## src/design/iptk_pkg.sv

```systemverilog
// Shared types, constants and command codes of the instruction profile counters.
// Used by every module of the block; depends on nothing else.
`timescale 1ns / 1ps

package iptk_pkg;

    localparam int DEF_NUM_CLASSES = 48;
    localparam int DEF_TOP_K       = 10;
    localparam int DEF_COUNT_WIDTH = 32;

    localparam int QUEUE_DEPTH = 4;
    localparam int QUEUE_AW    = 2;

    localparam logic [2:0] FUNC_COUNT  = 3'd0;
    localparam logic [2:0] FUNC_BRANCH = 3'd1;
    localparam logic [2:0] FUNC_CYCLE  = 3'd2;
    localparam logic [2:0] FUNC_JUMP   = 3'd3;
    localparam logic [2:0] FUNC_JALR   = 3'd4;
    localparam logic [2:0] FUNC_CLEAR  = 3'd5;
    localparam logic [2:0] FUNC_REPORT = 3'd6;

    typedef enum logic [2:0] {
        K_COUNT,
        K_BRANCH,
        K_CYCLE,
        K_FWD,
        K_BWD,
        K_CLEAR,
        K_REPORT,
        K_NOP
    } t_kind;

    typedef struct packed {
        t_kind      kind;
        logic [5:0] idx;
        logic       idx_ok;
    } t_cmd;

    typedef struct packed {
        logic [3:0]  rank;
        logic [5:0]  opcode;
        logic [31:0] count;
        logic [37:0] tinstr;
        logic [63:0] cycles;
        logic [63:0] branches;
        logic [63:0] fwd;
        logic [63:0] bwd;
        logic        last;
    } t_result;

    typedef enum logic [2:0] {
        ST_IDLE,
        ST_UPD,
        ST_SCAN,
        ST_DRAIN,
        ST_EMIT
    } t_bstate;

endpackage

```

## src/design/iptk_front.sv

```systemverilog
// Front end: decodes an incoming transaction into a command for the counter engine.
// Resolves jump direction and opcode range; depends on iptk_pkg.
`timescale 1ns / 1ps

module iptk_front
    import iptk_pkg::*;
#(
    parameter int NUM_CLASSES = DEF_NUM_CLASSES
) (
    input  logic        i_valid,
    output logic        o_ready,
    input  logic [2:0]  i_func,
    input  logic [5:0]  i_opcode_index,
    input  logic [31:0] i_jump_offset,
    input  logic [31:0] i_pc_before,
    input  logic [31:0] i_pc_after,
    output logic        o_push_valid,
    input  logic        i_push_ready,
    output t_cmd        o_cmd
);

    logic [31:0] jalr_off;
    logic        jump_fwd;
    logic        jalr_fwd;

    assign jalr_off = i_pc_after - i_pc_before;
    assign jump_fwd = (i_jump_offset != 32'd0) && !i_jump_offset[31];
    assign jalr_fwd = (jalr_off != 32'd0) && !jalr_off[31];

    assign o_ready      = i_push_ready;
    assign o_push_valid = i_valid;

    always_comb begin
        o_cmd.idx    = i_opcode_index;
        o_cmd.idx_ok = {1'b0, i_opcode_index} < 7'(NUM_CLASSES);
        unique case (i_func)
            FUNC_COUNT:  o_cmd.kind = K_COUNT;
            FUNC_BRANCH: o_cmd.kind = K_BRANCH;
            FUNC_CYCLE:  o_cmd.kind = K_CYCLE;
            FUNC_JUMP:   o_cmd.kind = jump_fwd ? K_FWD : K_BWD;
            FUNC_JALR:   o_cmd.kind = jalr_fwd ? K_FWD : K_BWD;
            FUNC_CLEAR:  o_cmd.kind = K_CLEAR;
            FUNC_REPORT: o_cmd.kind = K_REPORT;
            default:     o_cmd.kind = K_NOP;
        endcase
    end

endmodule

```

## src/design/iptk_fifo.sv

```systemverilog
// Short command queue between the decoder and the counter engine.
// Holds decoded commands; depends on iptk_pkg.
`timescale 1ns / 1ps

module iptk_fifo
    import iptk_pkg::*;
(
    input  logic i_clk,
    input  logic i_rst_n,
    input  logic i_push_valid,
    output logic o_push_ready,
    input  t_cmd i_push_cmd,
    output logic o_pop_valid,
    input  logic i_pop,
    output t_cmd o_pop_cmd
);

    t_cmd                r_mem [QUEUE_DEPTH];
    logic [QUEUE_AW-1:0] r_wptr;
    logic [QUEUE_AW-1:0] r_rptr;
    logic [QUEUE_AW:0]   r_cnt;
    logic                push;

    assign o_push_ready = r_cnt != (QUEUE_AW + 1)'(QUEUE_DEPTH);
    assign o_pop_valid  = r_cnt != '0;
    assign push         = i_push_valid && o_push_ready;
    assign o_pop_cmd    = r_mem[r_rptr];

    always_ff @(posedge i_clk) begin
        if (!i_rst_n) begin
            r_wptr <= '0;
            r_rptr <= '0;
            r_cnt  <= '0;
        end else begin
            if (push) begin
                r_wptr <= r_wptr + 1'b1;
            end
            if (i_pop) begin
                r_rptr <= r_rptr + 1'b1;
            end
            if (push && !i_pop) begin
                r_cnt <= r_cnt + 1'b1;
            end else if (!push && i_pop) begin
                r_cnt <= r_cnt - 1'b1;
            end
        end
    end

    always_ff @(posedge i_clk) begin
        if (push) begin
            r_mem[r_wptr] <= i_push_cmd;
        end
    end

endmodule

```

## src/design/iptk_back.sv

```systemverilog
// Counter engine: opcode histogram memory, event totals and the top-K report scan.
// Drives the result register; depends on iptk_pkg.
`timescale 1ns / 1ps

module iptk_back
    import iptk_pkg::*;
#(
    parameter int NUM_CLASSES = DEF_NUM_CLASSES,
    parameter int TOP_K       = DEF_TOP_K,
    parameter int COUNT_WIDTH = DEF_COUNT_WIDTH
) (
    input  logic    i_clk,
    input  logic    i_rst_n,
    input  logic    i_cmd_valid,
    input  t_cmd    i_cmd,
    output logic    o_pop,
    output logic    o_out_valid,
    input  logic    i_out_ready,
    output t_result o_out
);

    localparam int              CLS_W     = $clog2(NUM_CLASSES);
    localparam int              NUM_RANK  = (TOP_K < NUM_CLASSES) ? TOP_K : NUM_CLASSES;
    localparam logic [3:0]      LAST_RANK = 4'(NUM_RANK - 1);
    localparam logic [CLS_W-1:0] LAST_IDX = CLS_W'(NUM_CLASSES - 1);

    logic [COUNT_WIDTH-1:0] r_mem [NUM_CLASSES];
    logic [COUNT_WIDTH-1:0] r_rd_data;
    logic                   r_rd_vld;

    t_bstate                r_state, n_state;
    logic [63:0]            r_cycles, n_cycles;
    logic [63:0]            r_branches, n_branches;
    logic [63:0]            r_fwd, n_fwd;
    logic [63:0]            r_bwd, n_bwd;
    logic [37:0]            r_tinstr, n_tinstr;
    logic [NUM_CLASSES-1:0] r_vld, n_vld;
    logic [NUM_CLASSES-1:0] r_used, n_used;
    logic [CLS_W-1:0]       r_upd_idx, n_upd_idx;
    logic [CLS_W-1:0]       r_scan_idx, n_scan_idx;
    logic                   r_cmp_valid, n_cmp_valid;
    logic [CLS_W-1:0]       r_cmp_idx, n_cmp_idx;
    logic                   r_best_found, n_best_found;
    logic [CLS_W-1:0]       r_best_idx, n_best_idx;
    logic [COUNT_WIDTH-1:0] r_best_val, n_best_val;
    logic [3:0]             r_rank, n_rank;
    logic                   r_out_valid;
    t_result                r_out, n_out;

    logic [CLS_W-1:0]       rd_addr;
    logic [COUNT_WIDTH-1:0] cur_val;
    logic                   cmp_take;
    logic                   slot_free;
    logic                   out_load;
    logic                   report;
    logic                   mem_we;
    logic [63:0]            best_wide;

    assign rd_addr   = (r_state == ST_SCAN) ? r_scan_idx : i_cmd.idx[CLS_W-1:0];
    assign cur_val   = r_rd_vld ? r_rd_data : '0;
    assign cmp_take  = r_cmp_valid && !r_used[r_cmp_idx]
                       && (!r_best_found || (cur_val > r_best_val));
    assign slot_free = !r_out_valid || i_out_ready;
    assign best_wide = 64'(r_best_val);

    always_comb begin
        n_state      = r_state;
        n_cycles     = r_cycles;
        n_branches   = r_branches;
        n_fwd        = r_fwd;
        n_bwd        = r_bwd;
        n_tinstr     = r_tinstr;
        n_vld        = r_vld;
        n_used       = r_used;
        n_upd_idx    = r_upd_idx;
        n_scan_idx   = r_scan_idx;
        n_cmp_valid  = (r_state == ST_SCAN);
        n_cmp_idx    = r_scan_idx;
        n_best_found = r_best_found || cmp_take;
        n_best_idx   = cmp_take ? r_cmp_idx : r_best_idx;
        n_best_val   = cmp_take ? cur_val : r_best_val;
        n_rank       = r_rank;
        o_pop        = 1'b0;
        out_load     = 1'b0;
        report       = 1'b0;
        mem_we       = 1'b0;

        unique case (r_state)
            ST_IDLE: begin
                if (i_cmd_valid && slot_free) begin
                    o_pop = 1'b1;
                    unique case (i_cmd.kind)
                        K_COUNT: begin
                            if (i_cmd.idx_ok) begin
                                n_upd_idx = i_cmd.idx[CLS_W-1:0];
                                n_state   = ST_UPD;
                            end else begin
                                out_load = 1'b1;
                            end
                        end
                        K_BRANCH: begin
                            n_branches = r_branches + 64'd1;
                            out_load   = 1'b1;
                        end
                        K_CYCLE: begin
                            n_cycles = r_cycles + 64'd1;
                            out_load = 1'b1;
                        end
                        K_FWD: begin
                            n_fwd    = r_fwd + 64'd1;
                            out_load = 1'b1;
                        end
                        K_BWD: begin
                            n_bwd    = r_bwd + 64'd1;
                            out_load = 1'b1;
                        end
                        K_CLEAR: begin
                            n_vld    = '0;
                            n_tinstr = '0;
                            out_load = 1'b1;
                        end
                        K_REPORT: begin
                            n_rank       = '0;
                            n_scan_idx   = '0;
                            n_used       = '0;
                            n_best_found = 1'b0;
                            n_state      = ST_SCAN;
                        end
                        default: begin
                            out_load = 1'b1;
                        end
                    endcase
                end
            end
            ST_UPD: begin
                if (!(&cur_val)) begin
                    mem_we           = 1'b1;
                    n_vld[r_upd_idx] = 1'b1;
                    n_tinstr         = r_tinstr + 38'd1;
                end
                out_load = 1'b1;
                n_state  = ST_IDLE;
            end
            ST_SCAN: begin
                n_scan_idx = r_scan_idx + 1'b1;
                if (r_scan_idx == LAST_IDX) begin
                    n_state = ST_DRAIN;
                end
            end
            ST_DRAIN: begin
                n_state = ST_EMIT;
            end
            ST_EMIT: begin
                if (slot_free) begin
                    out_load           = 1'b1;
                    report             = 1'b1;
                    n_used[r_best_idx] = 1'b1;
                    if (r_rank == LAST_RANK) begin
                        n_state = ST_IDLE;
                    end else begin
                        n_rank       = r_rank + 4'd1;
                        n_scan_idx   = '0;
                        n_best_found = 1'b0;
                        n_state      = ST_SCAN;
                    end
                end
            end
            default: begin
                n_state = ST_IDLE;
            end
        endcase

        n_out.rank     = report ? r_rank : 4'd0;
        n_out.opcode   = report ? 6'(r_best_idx) : 6'd0;
        n_out.count    = report ? best_wide[31:0] : 32'd0;
        n_out.tinstr   = n_tinstr;
        n_out.cycles   = n_cycles;
        n_out.branches = n_branches;
        n_out.fwd      = n_fwd;
        n_out.bwd      = n_bwd;
        n_out.last     = report ? (r_rank == LAST_RANK) : 1'b1;
    end

    always_ff @(posedge i_clk) begin
        if (!i_rst_n) begin
            r_state      <= ST_IDLE;
            r_cycles     <= '0;
            r_branches   <= '0;
            r_fwd        <= '0;
            r_bwd        <= '0;
            r_tinstr     <= '0;
            r_vld        <= '0;
            r_used       <= '0;
            r_scan_idx   <= '0;
            r_cmp_valid  <= 1'b0;
            r_best_found <= 1'b0;
            r_rank       <= '0;
            r_out_valid  <= 1'b0;
        end else begin
            r_state      <= n_state;
            r_cycles     <= n_cycles;
            r_branches   <= n_branches;
            r_fwd        <= n_fwd;
            r_bwd        <= n_bwd;
            r_tinstr     <= n_tinstr;
            r_vld        <= n_vld;
            r_used       <= n_used;
            r_scan_idx   <= n_scan_idx;
            r_cmp_valid  <= n_cmp_valid;
            r_best_found <= n_best_found;
            r_rank       <= n_rank;
            if (out_load) begin
                r_out_valid <= 1'b1;
            end else if (i_out_ready) begin
                r_out_valid <= 1'b0;
            end
        end
    end

    always_ff @(posedge i_clk) begin
        r_upd_idx  <= n_upd_idx;
        r_cmp_idx  <= n_cmp_idx;
        r_best_idx <= n_best_idx;
        r_best_val <= n_best_val;
        r_rd_vld   <= r_vld[rd_addr];
        r_rd_data  <= r_mem[rd_addr];
        if (mem_we) begin
            r_mem[r_upd_idx] <= cur_val + 1'b1;
        end
        if (out_load) begin
            r_out <= n_out;
        end
    end

    assign o_out_valid = r_out_valid;
    assign o_out       = r_out;

endmodule

```

## src/design/instruction_profile_counters_top_k_core.sv

```systemverilog
// Top level of the instruction profile counters with top-K report.
// Instantiates iptk_front, iptk_fifo and iptk_back; depends on iptk_pkg.
//
// Usage: each input transaction carries one profiling event in s_axis_tuser
// (count opcode, branch, cycle, jump offset, jalr jump, clear histogram,
// report) with its operands in s_axis_tdata. Each event yields one output
// transaction with the updated totals; a report yields min(TOP_K, NUM_CLASSES)
// transactions, largest count first, ties to the lower opcode, and tlast on
// the final one. Non-report results carry zero rank, opcode and count.
// Results are registered: an event passes through the command queue and the
// output register, and a counted opcode also through an update state that
// reads and then writes the histogram memory. The engine takes one event per
// cycle for totals and clear while the output is ready; an opcode count holds
// it in the update state before it takes the next event. A report walks the
// memory through its single read port once per rank.
// Decoded commands wait in a four-entry queue, so input stays ready for up
// to four more transactions while the output waits. A stalled output holds
// its data; the engine waits before it loads the next result.
// Reset clears all counters and totals at once and leaves no output pending.
`timescale 1ns / 1ps

module instruction_profile_counters_top_k_core
    import iptk_pkg::*;
#(
    parameter int NUM_CLASSES = DEF_NUM_CLASSES,
    parameter int TOP_K       = DEF_TOP_K,
    parameter int COUNT_WIDTH = DEF_COUNT_WIDTH
) (
    input  logic         i_clk,
    input  logic         i_rst_n,
    input  logic         s_axis_tvalid,
    output logic         s_axis_tready,
    // opcode_index[5:0], jump_offset[37:6], pc_before[69:38], pc_after[101:70], zero pad
    input  logic [103:0] s_axis_tdata,
    // func[2:0]
    input  logic [2:0]   s_axis_tuser,
    output logic         m_axis_tvalid,
    input  logic         m_axis_tready,
    // rank[3:0], ranked_opcode[9:4], ranked_count[41:10], total_instructions[79:42],
    // total_cycles[143:80], total_branches[207:144], total_forward[271:208],
    // total_backward[335:272]
    output logic [335:0] m_axis_tdata,
    output logic         m_axis_tlast
);

    localparam int         NUM_RANK  = (TOP_K < NUM_CLASSES) ? TOP_K : NUM_CLASSES;
    localparam logic [3:0] LAST_RANK = 4'(NUM_RANK - 1);

    logic    push_valid;
    logic    push_ready;
    t_cmd    push_cmd;
    logic    q_valid;
    logic    pop;
    t_cmd    q_cmd;
    t_result res;

    iptk_front #(
        .NUM_CLASSES(NUM_CLASSES)
    ) u_front (
        .i_valid        (s_axis_tvalid),
        .o_ready        (s_axis_tready),
        .i_func         (s_axis_tuser),
        .i_opcode_index (s_axis_tdata[5:0]),
        .i_jump_offset  (s_axis_tdata[37:6]),
        .i_pc_before    (s_axis_tdata[69:38]),
        .i_pc_after     (s_axis_tdata[101:70]),
        .o_push_valid   (push_valid),
        .i_push_ready   (push_ready),
        .o_cmd          (push_cmd)
    );

    iptk_fifo u_fifo (
        .i_clk        (i_clk),
        .i_rst_n      (i_rst_n),
        .i_push_valid (push_valid),
        .o_push_ready (push_ready),
        .i_push_cmd   (push_cmd),
        .o_pop_valid  (q_valid),
        .i_pop        (pop),
        .o_pop_cmd    (q_cmd)
    );

    iptk_back #(
        .NUM_CLASSES(NUM_CLASSES),
        .TOP_K      (TOP_K),
        .COUNT_WIDTH(COUNT_WIDTH)
    ) u_back (
        .i_clk       (i_clk),
        .i_rst_n     (i_rst_n),
        .i_cmd_valid (q_valid),
        .i_cmd       (q_cmd),
        .o_pop       (pop),
        .o_out_valid (m_axis_tvalid),
        .i_out_ready (m_axis_tready),
        .o_out       (res)
    );

    assign m_axis_tdata = {res.bwd, res.fwd, res.branches, res.cycles,
                           res.tinstr, res.count, res.opcode, res.rank};
    assign m_axis_tlast = res.last;

    a_pop_needs_entry: assert property (@(posedge i_clk) disable iff (!i_rst_n)
        pop |-> q_valid)
        else $error("Command queue popped while empty.");

    a_last_rank: assert property (@(posedge i_clk) disable iff (!i_rst_n)
        m_axis_tvalid && m_axis_tlast |-> (res.rank == 4'd0) || (res.rank == LAST_RANK))
        else $error("Final transaction carries an inner rank.");

    a_rank_opcode: assert property (@(posedge i_clk) disable iff (!i_rst_n)
        m_axis_tvalid && (res.rank != 4'd0) |-> {1'b0, res.opcode} < 7'(NUM_CLASSES))
        else $error("Reported opcode lies outside the histogram.");

endmodule

```

## config.mk

```make
export PLATFORM = sky130hd
export DESIGN_NAME = instruction_profile_counters_top_k_core
export DESIGN_NICKNAME = d
export VERILOG_FILES = /design/src/design/iptk_pkg.sv /design/src/design/iptk_front.sv /design/src/design/iptk_fifo.sv /design/src/design/iptk_back.sv /design/src/design/instruction_profile_counters_top_k_core.sv
export SDC_FILE = /design/constraint.sdc
export NUM_CORES = 2
export LEC_CHECK = 0
export BUFFER_PORTS_ARGS = -buffer_cell sky130_fd_sc_hd__buf_2
export CELL_PAD_IN_SITES_DETAIL_PLACEMENT = 1
export CELL_PAD_IN_SITES_GLOBAL_PLACEMENT = 1
export CORE_ASPECT_RATIO = 0.9
export CORE_MARGIN = 2
export CORE_UTILIZATION = 50
export CTS_BUF_LIST = sky130_fd_sc_hd__clkbuf_2
export DETAILED_ROUTE_END_ITERATION = 8
export PLACE_DENSITY_LB_ADDON = 0.1
export SLEW_MARGIN = 25
export SYNTH_ARGS = -nofsm -noshare
export SYNTH_HDL_FRONTEND = slang
export SYNTH_HIERARCHICAL = 1
export SYNTH_SLANG_ARGS = --single-unit
```

## constraint.sdc

```tcl
create_clock -name i_clk -period 28.6 [get_ports i_clk]
set_input_delay 5.72 -clock i_clk [delete_from_list [all_inputs] [get_ports i_clk]]
set_output_delay 5.72 -clock i_clk [all_outputs]
set_load 0.02 [all_outputs]
```

-- Word-level counts from Yosys, hierarchy flattened
Memory sizes are Yosys's and may differ from the RTL's. A register that Yosys moved wholly into a read port is not among the register bits.
Cells that the tools add are included.
Widths: inputs -> output; s select.
- logic and storage cells: 200
- input port bits: 111
- memory bits (writable): 1576
- memories kept: 2
- flip-flop bits (word level): 801
- output and inout port bits: 339
- multiplexer cells: 79
- reductions and logical operators: 38
- $lt $le $gt $ge: 8
- eq/ne operators: 28
- bitwise logic cells: 2
- add/sub/neg operators: 13
- memory list (memory ; depth ; width ; rd ports ; clocked after Yosys merged registers in ; write ports ; RTL line ; text):
    u_back.r_mem ; 48 ; 32 ; 1 ; 1 ; 1 ; iptk_back.sv:27 ; logic [COUNT_WIDTH-1:0] r_mem [NUM_CLASSES];
    u_fifo.r_mem ; 4 ; 10 ; 1 ; 1 ; 1 ; iptk_fifo.sv:18 ; t_cmd r_mem [QUEUE_DEPTH];
- operators with widths (kind ; number):
    $mux 64 ; 12
    $mux 48 ; 6
    $add 64x1->64 const B ; 4
    $pmux 48 s2 ; 2
    $mux 38 ; 3
    $or 48x48->48 ; 2
    $pmux 38 s2 ; 1
    $reduce_bool 32->1 ; 2
    $add 38x1->38 const B ; 1
    $add 32x1->32 const B ; 1
    $gt 32x32->1 ; 1
    $mux 32 ; 1
    $reduce_and 32->1 ; 1
    $sub 32x32->32 ; 1
    $mux 6 ; 5
    $lt 6x7->1 const B ; 4
    $mux 3 ; 8
    $mux 1 ; 22
    $eq 3x3->1 const B ; 7
    $pmux 3 s7 ; 1
    $eq 3x2->1 const B ; 6
    $pmux 6 s3 ; 1
    $mux 4 ; 4
    $reduce_and 5->1 ; 3
    28 further kinds ; 69

-- Depth between registers and ports, before layout
- word-level depth: 9
- depth in mapped cells: 14
- gate-level depth less buffers: 12

-- Cells and area by module
The synthesis kept the hierarchy.
- by module, submodules not included (module ; times used ; seq. area each (um^2) ; area each (um^2) ; cells an instance):
    iptk_back ; 1 ; 66473.8 ; 91918.2 ; 6096
    iptk_front ; 1 ; 0.0 ; 2481.1 ; 368
    iptk_fifo ; 1 ; 1381.3 ; 1908.1 ; 100

-- Worst setup path before layout
Ideal clock, no wire load.
- kind: input -> register
- start point: input m_axis_tready
- end point: register u_back.r_out (netlist bit u_back/o_out[0]), enable pin
- arrival: 13.214 ns
- stages: 4
- setup time: 0.702 ns
- path buffers: 1
- path slack: 14.684 ns
- required time: 27.898 ns
- cells stage by stage: nor2b_1 clkbuf_1 nor3_1 a211o_1
- cells in the longest elaborated chain, start to end: 4
- elaborated cells on any way between the ends: 5
- classes of those cells: mux: 3; reduce/logical: 2
- RTL lines (item ; RTL line ; text):
    start: declaration ; instruction_profile_counters_top_k_core.sv:38 ; input logic m_axis_tready,
    $logic_or 1x1->1 (*) ; iptk_back.sv:63 ; assign slot_free = !r_out_valid || i_out_ready;
    $logic_and 1x1->1 ; iptk_back.sv:90 ; if (i_cmd_valid && slot_free) begin
    $mux 1 ; iptk_back.sv:90 ;
    $pmux 1 s3 (*) ; iptk_back.sv:88 ; unique case (r_state)
    named net u_back.out_load ; iptk_back.sv:54 ; logic out_load;
    end signal: assignment ; iptk_back.sv:231 ; r_out <= n_out;
    end: declaration ; iptk_back.sv:48 ; t_result r_out, n_out;
The timed path passes the listed nets; every way through them passes the cells marked *.
A chain may end at the register's enable or synchronous reset.

-- Worst setup path in the final report
- start point: register u_fifo.r_cnt[0]
- end point: output s_axis_tready
- cells in the longest elaborated chain, start to end: 1
- RTL lines (item ; RTL line ; text):
    start: declaration ; iptk_fifo.sv:21 ; logic [QUEUE_AW:0] r_cnt;
    start signal: assignment ; iptk_fifo.sv:42 ; r_cnt <= r_cnt + 1'b1;
    start signal: assignment ; iptk_fifo.sv:44 ; r_cnt <= r_cnt - 1'b1;
    $ne 3x3->1 ; iptk_fifo.sv:24 ; assign o_push_ready = r_cnt != (QUEUE_AW + 1)'(QUEUE_DEPTH);
    end: declaration ; instruction_profile_counters_top_k_core.sv:32 ; output logic s_axis_tready,
No other way between the ends.

==> results.ini <==
[timing]
fmax_mhz=120
period_minus_slack_ps=8330
drv_slew=0
finalHoldViolCount=0
maxSlewHeadroom_pct=13.8
fin_crit_sh_pct=29.1
setup_viol=0
rsz0062_at_grt=false
tns_ps=0
skew_ps=180
worstMarginPinSlew_ps=1290

[yosys]
syn_nets=6753
synthArstFlopShare_pct=0
synthCells=6564
synth_edf_count=1957
synth_area_um2=96300
ys_seq_area_share_pct=70.5
synth_ff_type=edfxtp_1
ys_ff_latch=2411
yosys_warnings=6
avgSynthCellArea_um2=14.7
synth_cell_types=92

[die]
core_area_um2=191000
rows=152
start_util_pct=50.4
die-height_um=420
ios=450
dieWidth_um=467
fp.dieArea_um2=196000

[placement]
gp_congestion=0.848
dp_hpwl_um=161000
io_buffers=447

[setup_path]
r2r_cells=10
crit_path_max_incr_delay_ps=360
path_depth=3
crit_buf_inv=1
critPathTopFamily=flip-flops
worst-r2r-setup-slack_ps=22850
worstSetupEndpoint=s_axis_tready
worst_ep_required_time_ps=22880
critPathKind=flip-flop to primary output
path_cells=nor2_1, nand2_1, buf_2
arrival_ps=2610
r2r_end=u_back/r_rd_vld$_DFF_P_
end_kind=primary output
critPathLaunch=u_fifo/r_cnt[0]$_SDFFE_PN0P_
slowest_stage=dfxtp_1
critPathLaunchType=flip-flop
critPathMaxFanout=4

[power_and_ir_drop]
peakVddDrop_mv=0.0859
leakage_nw=38.9
p_total_mw=10.0
power.density_nw_per_um2=93.2

[clocking]
postCtsSetupBuffers=0
cts_made_buffers=613
cts_tree=yes
ctsResizeCount=0
cts_root_buf=clkbuf_2
clk-insertion-delay-late_ps=1920
ctsHtreeMaxLevel=6
clk_path_buf_depth=4
clock-sinks=2411
clk_pin_slew_ps=110
cts_hold_buf=0

[global_routing]
gr-total-overflow=0
grt_antenna_before_repair=13
grt_usage_pct=27.6
grt_start_max_net_pins=187
grt_pass1_vias=63600
grt_pass1_wl_um=404000

[worst_hold_path]
hold_start=u_back/n_cmp_idx[5]$_SDFFE_PN0P_
hold_class=flip-flop to flip-flop

[detailed_routing]
vias=61400
first_pass_iters=6
drc=0
wire_per_inst_um=26.2
viasPerCell=5.89
ant_nets=0
wirelength_um=273000
drtIter0Drc=5324

[finish]
final_common_cell=edfxtp_1
post_route_cells_drive_above_1_share_pct=24.8
final_nets=7612
final_cell_mix=1957 x edfxtp_1, 928 x clkbuf_2, 730 x nand2_1
area_delta_synth_final_pct=11.8
post-route-util_pct=56.3

[status]
status=completed

[flow_run]
cap_viol_max_count=0

## kinds of logic (layout without fill, tap and decap cells)
kind of cell,Yosys count,in the layout,share of synthesized area [%]
adder cells (fa/ha/maj),78,78,1.03
multiplexers,349,349,6.98
flip-flops,2411,2411,70.5
XOR/XNOR,296,296,2.69
other,0,14,0
AND/OR/NAND/NOR,2144,2144,11.1
AO/OA/AOI/OAI,814,814,5.75
buffers and inverters,472,1777,2.02
## synth_stat cells, types with 116 or more instances
master / number / share of area (%)
a21oi_1: 205 / 1.1
a31oi_1: 163 / 1.1
and2_1: 355 / 2.3
clkbuf_1: 242 / 0.94
dfxtp_1: 454 / 9.4
edfxtp_1: 1957 / 61
inv_1: 124 / 0.48
mux4_2: 257 / 6.0
nand2_1: 736 / 2.9
nand3_1: 290 / 1.5
nand4_1: 116 / 0.75
nor2_1: 275 / 1.1
xnor2_1: 207 / 1.9
## state kept, by name, summed over array words and instances, names as in the netlist, 6 cells and up, named ones only
signal,cells
u_back/n_cmp_idx,6
u_back/o_out,337
u_back/r_best_idx,6
u_back/r_best_val,32
u_back/r_branches,64
u_back/r_bwd,64
u_back/r_cmp_idx,6
u_back/r_cycles,64
u_back/r_fwd,64
u_back/r_mem,1536
u_back/r_rd_data,32
u_back/r_tinstr,38
u_back/r_upd_idx,6
u_back/r_used,48
u_back/r_vld,48
u_fifo/r_mem,40
## layer usage
metal / share of wire [%] / vias up / global-route usage (%) / wire [um]
li1: - / 27000 / - / -
met1: 42 / 31500 / 37.0 / 114000
met2: 48 / 2400 / 44.4 / 131000
met3: 6.5 / 532 / 4.77 / 17800
met4: 3.9 / 2 / 12.0 / 10600
met5: 0.0048 / - / 0 / 13
## power by group
| part | internal, mW | leakage (nW) | switching (mW) |
|---|---|---|---|
| logic | 0.960 | 12.8 | 2.25 |
| registers | 4.39 | 21.9 | 0.153 |
| clock network | 0.906 | 4.20 | 1.38 |
| total | 6.25 | 38.9 | 3.79 |
## layout make-up
| cell class | instances | area (um2) |
|---|---|---|
| multi-input cells | 3681 | 27300 |
| flip-flops and latches | 2411 | 67900 |
| well taps | 2541 | 3180 |
| inverters | 125 | 469 |
| diodes | 14 | 35.0 |
| clock buffers | 928 | 4640 |
| repair buffers | 591 | 3490 |
| clock inverters | 133 | 671 |
| fillers | 18800 | 83500 |
## how the worst min path moves through the flow
stage | end | slack (ps) | cells past startpoint
after CTS | u_back/r_cmp_idx[5]$_DFF_P_ | 430 | 0
final | u_back/r_cmp_idx[5]$_DFF_P_ | 420 | 0
after global placement | u_back/r_cmp_idx[5]$_DFF_P_ | 380 | 0
after global routing | u_back/r_cmp_idx[5]$_DFF_P_ | 420 | 0
after detailed placement | u_back/r_cmp_idx[5]$_DFF_P_ | 390 | 0
after floorplan | u_back/r_cmp_idx[3]$_DFF_P_ | 330 | 0
## metrics by stage
stage          hold WS, ps  std cells  worst slack (ps)  area (um2)
2_1_floorplan          329       6564             14680       96300
3_3_place_gp           385       9342             18970      102000
3_5_place_dp           387       9347             18860      102000
4_1_cts                429      10400             20000      108000
5_1_grt                424      10400             20010      108000
6_report               424      10400             20270      108000
Power figures use the tool's default switching activity.
